==> config.mk <==
export PLATFORM = sky130hd
export DESIGN_NAME = zone_bitmap_allocator
export DESIGN_NICKNAME = d
export VERILOG_FILES = /design/src/hdl/zba_pkg.sv /design/src/hdl/zba_ram.sv /design/src/hdl/zba_front.sv /design/src/hdl/zba_queue.sv /design/src/hdl/zba_back.sv /design/src/hdl/zone_bitmap_allocator.sv
export VERILOG_INCLUDE_DIRS = /design/src /design/src/hdl
export SDC_FILE = /design/constraint.sdc
export NUM_CORES = 2
export LEC_CHECK = 0
export CAP_MARGIN = 20
export CORE_MARGIN = 4
export CORE_UTILIZATION = 30
export CTS_CLUSTER_DIAMETER = 30
export CTS_CLUSTER_SIZE = 24
export DETAILED_ROUTE_END_ITERATION = 7
export DONT_BUFFER_PORTS = 1
export MAX_ROUTING_LAYER = met4
export PLACE_DENSITY = 0.46
export SLEW_MARGIN = 15
export SYNTH_ARGS = -nofsm -noshare
export SYNTH_HDL_FRONTEND = slang
export SYNTH_MEMORY_MAX_BITS = 65536
export SYNTH_SLANG_ARGS = --single-unit
==> constraint.sdc <==
create_clock -name i_clk -period 14.7 [get_ports i_clk]
set_input_delay 2.205 -clock i_clk [delete_from_list [all_inputs] [get_ports i_clk]]
set_output_delay 2.205 -clock i_clk [all_outputs]
set_load 0.005 [all_outputs]
==> src/hdl/zone_bitmap_allocator_defines.svh <==
// ----------------------------------------------------------------------------
// zone bitmap allocator assertion macros
// concurrent checks on i_clk, disabled while i_rst_n is low
// ----------------------------------------------------------------------------
`ifndef ZONE_BITMAP_ALLOCATOR_DEFINES_SVH
`define ZONE_BITMAP_ALLOCATOR_DEFINES_SVH

`ifndef SYNTH
// same-cycle implication
`define ZBA_ASSERT_IMPLY(lbl, ante, cons, msg) \
    lbl: assert property (@(posedge i_clk) disable iff (!i_rst_n) (ante) |-> (cons)) \
        else $error(msg);
// next-cycle implication
`define ZBA_ASSERT_NEXT(lbl, ante, cons, msg) \
    lbl: assert property (@(posedge i_clk) disable iff (!i_rst_n) (ante) |=> (cons)) \
        else $error(msg);
`else
`define ZBA_ASSERT_IMPLY(lbl, ante, cons, msg)
`define ZBA_ASSERT_NEXT(lbl, ante, cons, msg)
`endif

`endif

==> src/hdl/zba_pkg.sv <==
// ----------------------------------------------------------------------------
// zba_pkg
// shared types, sizes and codes of the zone bitmap allocator
// ----------------------------------------------------------------------------
package zba_pkg;

    // map geometry
    localparam int MAP_BITS       = 4096;
    localparam int WORD_BITS      = 64;
    localparam int BIT_W          = $clog2(WORD_BITS);
    localparam int MAP_BYTES      = MAP_BITS / 8;
    localparam int MAP_WORDS      = (MAP_BITS + WORD_BITS - 1) / WORD_BITS;
    localparam int MAP_AW         = (MAP_WORDS > 1) ? $clog2(MAP_WORDS) : 1;
    localparam int MAP_OFF_W      = $clog2(MAP_BITS);
    localparam int SCAN_W         = $clog2(MAP_BYTES + 1);
    localparam int WCNT_W         = $clog2(MAP_WORDS + 1);
    localparam int HIT_W          = MAP_AW + BIT_W;

    // field widths
    localparam int BLK_W          = 16;
    localparam int ZC_W           = 13;
    localparam int STATUS_W       = 3;
    localparam int CFG_DATA_W     = 16;

    // register indexes
    localparam logic CFG_FIRST_DATA_ZONE = 1'b0;
    localparam logic CFG_ZONE_COUNT      = 1'b1;
    localparam logic [ZC_W-1:0] ZONE_COUNT_RESET = 13'd4096;

    // command codes
    localparam logic CMD_ALLOC = 1'b0;
    localparam logic CMD_FREE  = 1'b1;

    // status codes
    localparam logic [STATUS_W-1:0] ST_OK           = 3'd0;
    localparam logic [STATUS_W-1:0] ST_NONE_FREE    = 3'd1;
    localparam logic [STATUS_W-1:0] ST_BEYOND       = 3'd2;
    localparam logic [STATUS_W-1:0] ST_RANGE        = 3'd3;
    localparam logic [STATUS_W-1:0] ST_ALREADY_FREE = 3'd4;

    typedef struct packed {
        logic             cmd;
        logic [BLK_W-1:0] block_number;
    } t_cmd_in;

    typedef struct packed {
        logic [STATUS_W-1:0] status;
        logic [BLK_W-1:0]    block_number_out;
    } t_result;

    typedef struct packed {
        logic [BLK_W-1:0] first_data_zone;
        logic [ZC_W-1:0]  zone_count;
    } t_cfg;

    // classified job kinds
    typedef enum logic [1:0] {
        OP_ALLOC,
        OP_FREE,
        OP_RANGE
    } t_op;

    typedef struct packed {
        t_op                  op;
        logic [MAP_OFF_W-1:0] off;
        logic [SCAN_W-1:0]    scan_bytes;
    } t_job;

    typedef struct packed {
        logic full;
        logic empty;
    } t_q_stat;

endpackage

==> src/hdl/zba_ram.sv <==
// ----------------------------------------------------------------------------
// zba_ram
// generic simple dual-port ram, one write and one registered read port
// ----------------------------------------------------------------------------
module zba_ram #(
    parameter  int WIDTH = 8,
    parameter  int DEPTH = 16,
    localparam int AW    = (DEPTH > 1) ? $clog2(DEPTH) : 1
) (
    input  logic             i_clk,
    input  logic             i_we,
    input  logic [AW-1:0]    i_waddr,
    input  logic [WIDTH-1:0] i_wdata,
    input  logic [AW-1:0]    i_raddr,
    output logic [WIDTH-1:0] o_rdata
);

    logic [WIDTH-1:0] r_mem [DEPTH];
    logic [WIDTH-1:0] r_rdata;

    always_ff @(posedge i_clk) begin
        if (i_we) begin
            r_mem[i_waddr] <= i_wdata;
        end
        r_rdata <= r_mem[i_raddr];
    end

    assign o_rdata = r_rdata;

endmodule

==> src/hdl/zba_front.sv <==
// ----------------------------------------------------------------------------
// zba_front
// configuration registers, command acceptance and classification
// ----------------------------------------------------------------------------
module zba_front (
    input  logic                          i_clk,
    input  logic                          i_rst_n,
    input  logic                          i_start,
    input  zba_pkg::t_cmd_in              i_cmd,
    input  logic                          i_cfg_we,
    input  logic                          i_cfg_idx,
    input  logic [zba_pkg::CFG_DATA_W-1:0] i_cfg_data,
    input  zba_pkg::t_q_stat              i_q_stat,
    output logic                          o_busy,
    output logic                          o_push,
    output zba_pkg::t_job                 o_job,
    output zba_pkg::t_cfg                 o_cfg
);

    localparam int EXT_W = 17;

    zba_pkg::t_cfg r_cfg;

    logic [EXT_W-1:0]         w_lim;
    logic [zba_pkg::BLK_W-1:0] w_off16;
    logic                     w_in_range;
    logic [EXT_W-1:0]         w_span;
    logic [EXT_W-1:0]         w_bytes;

    always_ff @(posedge i_clk) begin
        if (!i_rst_n) begin
            r_cfg.first_data_zone <= '0;
            r_cfg.zone_count      <= zba_pkg::ZONE_COUNT_RESET;
        end else if (i_cfg_we) begin
            unique case (i_cfg_idx)
                zba_pkg::CFG_FIRST_DATA_ZONE: begin
                    r_cfg.first_data_zone <= i_cfg_data;
                end
                zba_pkg::CFG_ZONE_COUNT: begin
                    r_cfg.zone_count <= i_cfg_data[zba_pkg::ZC_W-1:0];
                end
            endcase
        end
    end

    // free range check
    always_comb begin
        w_lim      = EXT_W'(r_cfg.first_data_zone) + EXT_W'(r_cfg.zone_count);
        w_off16    = i_cmd.block_number - r_cfg.first_data_zone;
        w_in_range = (i_cmd.block_number >= r_cfg.first_data_zone)
                  && (EXT_W'(i_cmd.block_number) < w_lim)
                  && (EXT_W'(w_off16) < EXT_W'(zba_pkg::MAP_BITS));
    end

    // allocate scan length in bytes
    always_comb begin
        w_span  = EXT_W'(r_cfg.zone_count) - EXT_W'(r_cfg.first_data_zone) + EXT_W'(1);
        w_bytes = (w_span + EXT_W'(7)) >> 3;
        o_job.scan_bytes = '0;
        if (EXT_W'(r_cfg.first_data_zone) > EXT_W'(r_cfg.zone_count)) begin
            o_job.scan_bytes = '0;
        end else if (w_bytes > EXT_W'(zba_pkg::MAP_BYTES)) begin
            o_job.scan_bytes = zba_pkg::SCAN_W'(zba_pkg::MAP_BYTES);
        end else begin
            o_job.scan_bytes = zba_pkg::SCAN_W'(w_bytes);
        end
        o_job.off = zba_pkg::MAP_OFF_W'(w_off16);
        if (i_cmd.cmd == zba_pkg::CMD_FREE) begin
            o_job.op = w_in_range ? zba_pkg::OP_FREE : zba_pkg::OP_RANGE;
        end else begin
            o_job.op = zba_pkg::OP_ALLOC;
        end
    end

    assign o_busy = i_q_stat.full;
    assign o_push = i_start && !i_q_stat.full;
    assign o_cfg  = r_cfg;

endmodule

==> src/hdl/zba_queue.sv <==
// ----------------------------------------------------------------------------
// zba_queue
// two-entry job queue between front and back
// ----------------------------------------------------------------------------
`include "zone_bitmap_allocator_defines.svh"

module zba_queue (
    input  logic              i_clk,
    input  logic              i_rst_n,
    input  logic              i_push,
    input  zba_pkg::t_job     i_job,
    input  logic              i_pop,
    output zba_pkg::t_job     o_job,
    output zba_pkg::t_q_stat  o_stat
);

    localparam int DEPTH = 2;

    zba_pkg::t_job r_mem [DEPTH];
    logic          r_wr_ptr;
    logic          r_rd_ptr;
    logic [1:0]    r_count;

    always_ff @(posedge i_clk) begin
        if (i_push) begin
            r_mem[r_wr_ptr] <= i_job;
        end
        if (!i_rst_n) begin
            r_wr_ptr <= 1'b0;
            r_rd_ptr <= 1'b0;
            r_count  <= '0;
        end else begin
            if (i_push) begin
                r_wr_ptr <= ~r_wr_ptr;
            end
            if (i_pop) begin
                r_rd_ptr <= ~r_rd_ptr;
            end
            r_count <= r_count + 2'(i_push) - 2'(i_pop);
        end
    end

    assign o_job        = r_mem[r_rd_ptr];
    assign o_stat.full  = (r_count == 2'(DEPTH));
    assign o_stat.empty = (r_count == 2'd0);

    `ZBA_ASSERT_NEXT(a_push_not_empty, i_push && !i_pop, !o_stat.empty, "queue empty after push")

endmodule

==> src/hdl/zba_back.sv <==
// ----------------------------------------------------------------------------
// zba_back
// bitmap engine: word scan for allocate, read-modify-write for free
// ----------------------------------------------------------------------------
`include "zone_bitmap_allocator_defines.svh"

module zba_back (
    input  logic              i_clk,
    input  logic              i_rst_n,
    input  zba_pkg::t_cfg     i_cfg,
    input  zba_pkg::t_q_stat  i_q_stat,
    input  zba_pkg::t_job     i_job,
    output logic              o_pop,
    output logic              o_res_valid,
    output zba_pkg::t_result  o_res
);

    localparam int BIDX_W = zba_pkg::MAP_AW + 3;
    localparam int CMP_W  = (BIDX_W > zba_pkg::SCAN_W) ? BIDX_W + 1 : zba_pkg::SCAN_W + 1;
    localparam int SW1    = zba_pkg::SCAN_W + 4;
    localparam int EXT_W  = 17;

    typedef enum logic [1:0] {
        S_IDLE,
        S_SCAN,
        S_FOUND,
        S_FREE_CHK
    } t_state;

    t_state                          r_state,     n_state;
    zba_pkg::t_job                   r_job,       n_job;
    logic [zba_pkg::WCNT_W-1:0]      r_words,     n_words;
    logic [zba_pkg::WCNT_W-1:0]      r_issue,     n_issue;
    logic                            r_chk_v,     n_chk_v;
    logic [zba_pkg::MAP_AW-1:0]      r_chk_w,     n_chk_w;
    logic [zba_pkg::HIT_W-1:0]       r_hit_off,   n_hit_off;
    logic [zba_pkg::WORD_BITS-1:0]   r_hit_word,  n_hit_word;
    logic [zba_pkg::MAP_WORDS-1:0]   r_valid,     n_valid;
    logic                            r_res_valid, n_res_valid;
    zba_pkg::t_result                r_res,       n_res;

    logic                            w_ram_we;
    logic [zba_pkg::MAP_AW-1:0]      w_ram_waddr;
    logic [zba_pkg::WORD_BITS-1:0]   w_ram_wdata;
    logic [zba_pkg::MAP_AW-1:0]      w_ram_raddr;
    logic [zba_pkg::WORD_BITS-1:0]   w_ram_rdata;

    logic [zba_pkg::WORD_BITS-1:0]   w_eff;
    logic [7:0]                      w_cand;
    logic                            w_any;
    logic [2:0]                      w_sel_b;
    logic [7:0]                      w_sel_byte;
    logic [2:0]                      w_sel_j;
    logic [zba_pkg::BIT_W-1:0]       w_hit_bit;
    logic [zba_pkg::BIT_W-1:0]       w_free_bit;
    logic [zba_pkg::MAP_AW-1:0]      w_free_w;

    zba_ram #(
        .WIDTH (zba_pkg::WORD_BITS),
        .DEPTH (zba_pkg::MAP_WORDS)
    ) u_map (
        .i_clk   (i_clk),
        .i_we    (w_ram_we),
        .i_waddr (w_ram_waddr),
        .i_wdata (w_ram_wdata),
        .i_raddr (w_ram_raddr),
        .o_rdata (w_ram_rdata)
    );

    // word in the read register, never-written rows read as clear
    always_comb begin
        w_free_w   = zba_pkg::MAP_AW'(r_job.off >> zba_pkg::BIT_W);
        w_free_bit = zba_pkg::BIT_W'(r_job.off);
        if (r_state == S_FREE_CHK) begin
            w_eff = r_valid[w_free_w] ? w_ram_rdata : '0;
        end else begin
            w_eff = r_valid[r_chk_w] ? w_ram_rdata : '0;
        end
    end

    // first non-full byte inside the scan limit, then first clear bit in it
    always_comb begin
        w_sel_b = '0;
        w_sel_j = '0;
        for (int b = 0; b < 8; b++) begin
            w_cand[b] = (CMP_W'({r_chk_w, 3'(b)}) < CMP_W'(r_job.scan_bytes))
                     && (w_eff[b*8 +: 8] != 8'hFF);
        end
        w_any = |w_cand;
        for (int b = 7; b >= 0; b--) begin
            if (w_cand[b]) begin
                w_sel_b = 3'(b);
            end
        end
        w_sel_byte = w_eff[w_sel_b*8 +: 8];
        for (int j = 7; j >= 0; j--) begin
            if (!w_sel_byte[j]) begin
                w_sel_j = 3'(j);
            end
        end
        w_hit_bit = {w_sel_b, w_sel_j};
    end

    always_comb begin
        n_state     = r_state;
        n_job       = r_job;
        n_words     = r_words;
        n_issue     = r_issue;
        n_chk_v     = 1'b0;
        n_chk_w     = r_chk_w;
        n_hit_off   = r_hit_off;
        n_hit_word  = r_hit_word;
        n_valid     = r_valid;
        n_res_valid = 1'b0;
        n_res       = r_res;
        o_pop       = 1'b0;
        w_ram_we    = 1'b0;
        w_ram_waddr = w_free_w;
        w_ram_wdata = w_eff;
        w_ram_raddr = '0;

        unique case (r_state)
            S_IDLE: begin
                if (!i_q_stat.empty) begin
                    o_pop = 1'b1;
                    n_job = i_job;
                    unique case (i_job.op)
                        zba_pkg::OP_ALLOC: begin
                            n_words = zba_pkg::WCNT_W'((SW1'(i_job.scan_bytes) + SW1'(7)) >> 3);
                            if (i_job.scan_bytes == '0) begin
                                n_res_valid = 1'b1;
                                n_res.status = zba_pkg::ST_NONE_FREE;
                                n_res.block_number_out = '0;
                            end else begin
                                w_ram_raddr = '0;
                                n_issue     = zba_pkg::WCNT_W'(1);
                                n_chk_v     = 1'b1;
                                n_chk_w     = '0;
                                n_state     = S_SCAN;
                            end
                        end
                        zba_pkg::OP_FREE: begin
                            w_ram_raddr = zba_pkg::MAP_AW'(i_job.off >> zba_pkg::BIT_W);
                            n_state     = S_FREE_CHK;
                        end
                        default: begin
                            n_res_valid = 1'b1;
                            n_res.status = zba_pkg::ST_RANGE;
                            n_res.block_number_out = '0;
                        end
                    endcase
                end
            end
            S_SCAN: begin
                // keep one read in flight ahead of the check
                if (r_issue < r_words) begin
                    w_ram_raddr = r_issue[zba_pkg::MAP_AW-1:0];
                    n_issue     = r_issue + zba_pkg::WCNT_W'(1);
                    n_chk_v     = 1'b1;
                    n_chk_w     = r_issue[zba_pkg::MAP_AW-1:0];
                end
                if (r_chk_v) begin
                    if (w_any) begin
                        n_chk_v    = 1'b0;
                        n_hit_off  = {r_chk_w, w_hit_bit};
                        n_hit_word = w_eff | (zba_pkg::WORD_BITS'(1) << w_hit_bit);
                        n_state    = S_FOUND;
                    end else if (zba_pkg::WCNT_W'(r_chk_w) == r_words - zba_pkg::WCNT_W'(1)) begin
                        n_chk_v     = 1'b0;
                        n_res_valid = 1'b1;
                        n_res.status = zba_pkg::ST_NONE_FREE;
                        n_res.block_number_out = '0;
                        n_state     = S_IDLE;
                    end
                end
            end
            S_FOUND: begin
                n_res_valid = 1'b1;
                n_state     = S_IDLE;
                if (EXT_W'(r_hit_off) >= EXT_W'(i_cfg.zone_count)) begin
                    n_res.status = zba_pkg::ST_BEYOND;
                    n_res.block_number_out = '0;
                end else begin
                    w_ram_we    = 1'b1;
                    w_ram_waddr = zba_pkg::MAP_AW'(r_hit_off >> zba_pkg::BIT_W);
                    w_ram_wdata = r_hit_word;
                    n_valid[zba_pkg::MAP_AW'(r_hit_off >> zba_pkg::BIT_W)] = 1'b1;
                    n_res.status = zba_pkg::ST_OK;
                    n_res.block_number_out = i_cfg.first_data_zone
                                           + zba_pkg::BLK_W'(r_hit_off);
                end
            end
            S_FREE_CHK: begin
                n_res_valid = 1'b1;
                n_state     = S_IDLE;
                n_res.block_number_out = '0;
                if (!w_eff[w_free_bit]) begin
                    n_res.status = zba_pkg::ST_ALREADY_FREE;
                end else begin
                    w_ram_we    = 1'b1;
                    w_ram_waddr = w_free_w;
                    w_ram_wdata = w_eff & ~(zba_pkg::WORD_BITS'(1) << w_free_bit);
                    n_valid[w_free_w] = 1'b1;
                    n_res.status = zba_pkg::ST_OK;
                end
            end
        endcase
    end

    always_ff @(posedge i_clk) begin
        r_job      <= n_job;
        r_words    <= n_words;
        r_chk_w    <= n_chk_w;
        r_hit_off  <= n_hit_off;
        r_hit_word <= n_hit_word;
        r_res      <= n_res;
        if (!i_rst_n) begin
            r_state     <= S_IDLE;
            r_issue     <= '0;
            r_chk_v     <= 1'b0;
            r_valid     <= '0;
            r_res_valid <= 1'b0;
        end else begin
            r_state     <= n_state;
            r_issue     <= n_issue;
            r_chk_v     <= n_chk_v;
            r_valid     <= n_valid;
            r_res_valid <= n_res_valid;
        end
    end

    assign o_res_valid = r_res_valid;
    assign o_res       = r_res;

    `ZBA_ASSERT_IMPLY(a_pop_in_idle, o_pop, r_state == S_IDLE, "job taken outside idle")
    `ZBA_ASSERT_IMPLY(a_we_state, w_ram_we, (r_state == S_FOUND) || (r_state == S_FREE_CHK), "map written outside update")
    `ZBA_ASSERT_NEXT(a_found_result, (r_state == S_FOUND) || (r_state == S_FREE_CHK), r_res_valid, "update without result")
    `ZBA_ASSERT_IMPLY(a_err_zero_blk, r_res_valid && (r_res.status != zba_pkg::ST_OK), r_res.block_number_out == '0, "error result carries a block")

endmodule

==> src/hdl/zone_bitmap_allocator.sv <==
// ----------------------------------------------------------------------------
// zone_bitmap_allocator
// first-fit block allocator over a used-block bitmap of one device
// ----------------------------------------------------------------------------
// A command (allocate, or free of a given block) is taken at a clock edge with
// start high and busy low. Every command gives exactly one result, shown on
// o_res for one cycle with o_res_valid high; the receiver cannot stall it, so
// it must take the transaction in that cycle. Commands go through a two-entry
// queue, so up to two can be taken while the engine works; busy rises only
// when the queue is full. The bitmap lives in a 64-bit-wide ram (one row per
// 64 blocks) and is clear after reset through per-row valid flops, with no
// clearing pass. A free reads its row, then checks and clears the bit and
// registers the result; a free out of range or an allocate with an empty
// scan window registers its result at the pop. An allocate scans from row
// zero, one ram row a cycle; the first clear bit is set if below the zone
// count, else reported beyond; none found gives none free. Configuration
// (first data zone, zone count) must be written by the user through i_cfg_we,
// i_cfg_idx and i_cfg_data only while no command is outstanding; the block does not enforce it.
// ----------------------------------------------------------------------------
module zone_bitmap_allocator (
    input  logic                           i_clk,
    input  logic                           i_rst_n,
    // command channel
    input  logic                           start,
    input  zba_pkg::t_cmd_in               i_cmd,
    output logic                           busy,
    // result channel
    output logic                           o_res_valid,
    output zba_pkg::t_result               o_res,
    // configuration write port
    input  logic                           i_cfg_we,
    input  logic                           i_cfg_idx,
    input  logic [zba_pkg::CFG_DATA_W-1:0] i_cfg_data
);

    // front to queue
    logic             w_push;
    zba_pkg::t_job    w_job_in;
    zba_pkg::t_cfg    w_cfg;

    // queue to back
    zba_pkg::t_job    w_job_out;
    zba_pkg::t_q_stat w_q_stat;
    logic             w_pop;

    // accept, range check and scan sizing
    zba_front u_front (
        .i_clk      (i_clk),
        .i_rst_n    (i_rst_n),
        .i_start    (start),
        .i_cmd      (i_cmd),
        .i_cfg_we   (i_cfg_we),
        .i_cfg_idx  (i_cfg_idx),
        .i_cfg_data (i_cfg_data),
        .i_q_stat   (w_q_stat),
        .o_busy     (busy),
        .o_push     (w_push),
        .o_job      (w_job_in),
        .o_cfg      (w_cfg)
    );

    // classified commands wait here while the engine is busy
    zba_queue u_queue (
        .i_clk   (i_clk),
        .i_rst_n (i_rst_n),
        .i_push  (w_push),
        .i_job   (w_job_in),
        .i_pop   (w_pop),
        .o_job   (w_job_out),
        .o_stat  (w_q_stat)
    );

    // bitmap scan and update, drives the result strobe
    zba_back u_back (
        .i_clk       (i_clk),
        .i_rst_n     (i_rst_n),
        .i_cfg       (w_cfg),
        .i_q_stat    (w_q_stat),
        .i_job       (w_job_out),
        .o_pop       (w_pop),
        .o_res_valid (o_res_valid),
        .o_res       (o_res)
    );

endmodule

==> results.cfg <==
[layout]
final_cells = 23500
drive_above_1_share = 0.140
area_growth_syn_to_layout_pct = 24.5
num-nets-final = 14800
fin_util = 0.376
nFillCells = 57600

[pwr]
leakage_nw = 80.1
clkPwrFrac = 0.456
cellPowerDensity_nw_per_um2 = 215
p_seq_frac = 0.349
peakVddDrop_uv = 143
power_frac_comb = 0.195
p_sw_mw = 15.1
power.internal_mw = 33.6
swShare = 0.310

[floorplan]
io_pins = 59
dieArea_sq_um = 620000
die_height_um = 787
initial_core_util = 0.302
die_w_um = 787
coreArea_sq_um = 604000
rows = 285

[routing]
wl_per_cell_um = 27.0
wl_mm = 635
ant_nets = 0
via_per_inst = 5.21
drcViolationCount = 0
firstDrtPassIters = 6
route.vias.total = 123000
detail_route.iter0.violations = 12300

[clock_network]
cts_root_buf = clkbuf_16
holdBufCountCts = 0
clk_pin_slew_ns = 0.05
postCtsSetupBuffers = 0
clock_latency_ns = 1.16
cts_max_path_buffers = 4
cts_tree = yes
cts.sinks = 4447
cts_buffers = 965
postCtsResizedCells = 0
cts_max_level = 6

[global_routing]
grt_usage = 0.202
antenna_found_initial = 39
gr-total-overflow = 0
grt_first_pass_wirelength_mm = 897
grt_max_degree = 141
grt_pass1_vias = 118000

[synth]
synth_edf_count = 4274
synth_area_leader_cell = edfxtp_1
synth_ff_type = edfxtp_1
syn-num-nets = 14400
netlist_area_sq_um = 182000
ys_seq_area_frac = 0.724
synthArstFlopShare = 0
yosysWarnings = 0
synth_top_area_share = 0.705
ys_ff_latch = 4447
syn_avg_cell_area_sq_um = 12.8
syn_inst = 14300
ys_types = 92
synthTopCellsByArea = edfxtp_1 70%, nand2_1 8.9%, a311oi_1 3.7%

[critical_path]
r2r_slack_ns = 5.63
cp-start-kind = register
cp_max_fo = 62
crit_type = reg -> reg
worstPathRequired_ns = 15.39
worstPathArrival_ns = 9.76
cp-end-kind = register
reg2regPathDepth = 18

[place]
dp_slack_ns = 5.90
place_hpwl_mm = 348
portBuffers = 0
dp.cells = 21700
place.gp.congestion = 0.906

[sta]
drv_slew = 0
worst_pin_slew_ns = 1.26
finalHoldViolCount = 0
setup_viol = 0
slew_headroom = 0.156
period_share = 0.617
whs_ns = 0.482
grt_setup_unrepaired = false
fin_skew_ns = 0.141
finalSetupTns_ns = 0
fmax_mhz = 110
min_period_ns = 9.07
finalWorstSetupSlack_ns = 5.63

[hold_path]
hold_path.class = reg -> reg
min_path_cells = 1

[run_status]
status = finished, final reports clean

[job]
drv_cap = 0
-- Yosys cell counts, types with 101 or more instances --
library cell	number
a211oi_1	202
a21oi_1	319
a311oi_1	771
a31oi_1	267
and3_1	519
clkbuf_1	952
dfxtp_1	173
edfxtp_1	4274
ha_1	123
inv_1	113
nand2_1	4328
nand3_1	1078
nor2_1	165
o21a_1	101
o21ai_0	108
-- layer usage --
layer / routed length, um / GRT usage / up-vias
met3: 38600 / 0.0306 / 980
met5: 0 / - / -
li1: - / - / 54400
met4: 18100 / 0.0568 / 0
met2: 298000 / 0.318 / 4201
met1: 280000 / 0.271 / 63100
-- area by class of cell --
class / instances / area [sq um] / share of cell area
Clock buffer: 1123 / 25100 / 0.111
Multi-Input combinational cell: 8714 / 47100 / 0.208
Clock inverter: 691 / 8870 / 0.0391
Tap cell: 8036 / 10100 / 0.0443
Timing Repair Buffer: 396 / 3390 / 0.0150
Antenna cell: 15 / 37.5 / 0.000166
Inverter: 116 / 435 / 0.00192
Sequential cell: 4447 / 132000 / 0.581
-- placed cells by master (no fill, tap or decap), types with 27 or more instances in the layout --
cell type and count:
a31oi_1 267, o211ai_1 27, clkbuf_1 133, bufinv_16 167
buf_12 34, clkinv_1 151, a21boi_0 40, clkinv_2 191
mux4_2 37, clkinv_16 32, clkbuf_16 971, xnor2_1 40
a21o_1 31, ha_1 123, clkinvlp_4 96, and3_1 518
dfxtp_1 172, a21oi_1 318, edfxtp_1 4274, nor2_1 137
nand2_1 4321, and2_1 38, mux2i_1 27, nand4_1 34
nor3_1 54, inv_1 113, o21ai_0 100, nand3_1 1077
a311oi_1 771, a22o_1 29, nor2_4 27, buf_4 359
a211oi_1 198, nor3_2 40, o21a_1 101
-- logic make-up after synthesis --
logic type,after synthesis,synth area share
flip-flops,4447,0.724
AND/OR/NAND/NOR,6368,0.150
multiplexers,97,0.00805
adder cells (fa/ha/maj),126,0.00878
buffers and inverters,1117,0.0233
XOR/XNOR,50,0.00240
AO/OA/AOI/OAI,2073,0.0843
-- path summary, 6_finish.rpt --
check	startpoint	to
worst max-delay path	u_back.r_job[17]	u_back.u_map.r_mem[37][17]
worst min-delay path	u_back.r_valid[54]	u_back.r_valid[54]
worst max register to register	u_back.r_job[17]	u_back.u_map.r_mem[37][17]
worst min register to register	u_back.r_valid[54]	u_back.r_valid[54]
-- sequential cells by signal, indices dropped and copies added, names as in the netlist, named ones only --
| signal | cells |
|---|---|
| u_back.r_hit_word | 64 |
| u_front.o_cfg | 29 |
| u_back.r_chk_v | 1 |
| u_back.u_map.o_rdata | 64 |
| u_back.r_hit_off | 12 |
| u_back.r_job | 22 |
| u_queue.r_mem | 48 |
| u_back.r_words | 7 |
| u_back.r_valid | 64 |
| u_back.o_res_valid | 1 |
| u_queue.r_wr_ptr | 1 |
| u_queue.r_count | 2 |
| u_back.o_res | 19 |
| u_back.r_state | 2 |
| u_back.r_issue | 7 |
| u_back.u_map.r_mem | 4096 |
| u_back.r_chk_w | 6 |
| u_queue.r_rd_ptr | 1 |
-- critical path: stages (launching register included) --
cell and delay, ns:
edfxtp_1 0.82, nor2b_1 0.50, and2_1 0.35, a2bb2oi_1 0.13, o21bai_1 0.69, o21a_4 0.62
buf_4 0.69, a21boi_0 0.21, o211ai_1 0.19, a31oi_1 0.10, a211o_1 0.42, nand2_1 0.27
a211oi_4 0.10, buf_4 0.32, buf_4 0.37, or2_2 0.44, nor2_4 0.58, buf_4 0.92
buf_4 0.56
-- per-stage QoR --
stage	instance area [sq um]	power, mW
floorplan	182000	22.1
global placement	193000	26.7
detailed placement	193000	26.8
CTS	227000	49.1
global route	227000	50.4
finish	227000	48.7
-- power groups by stage --
stage                     logic (mW)  clock network, mW  registers (mW)
after floorplan                 5.16                  0            17.0
after global placement          9.52                  0            17.2
after detailed placement        9.55                  0            17.2
after CTS                       9.57               22.5            17.0
after global routing            10.2               23.2            17.0
final                           9.51               22.2            17.0
Note: power is estimated with default switching activity, not from simulation.
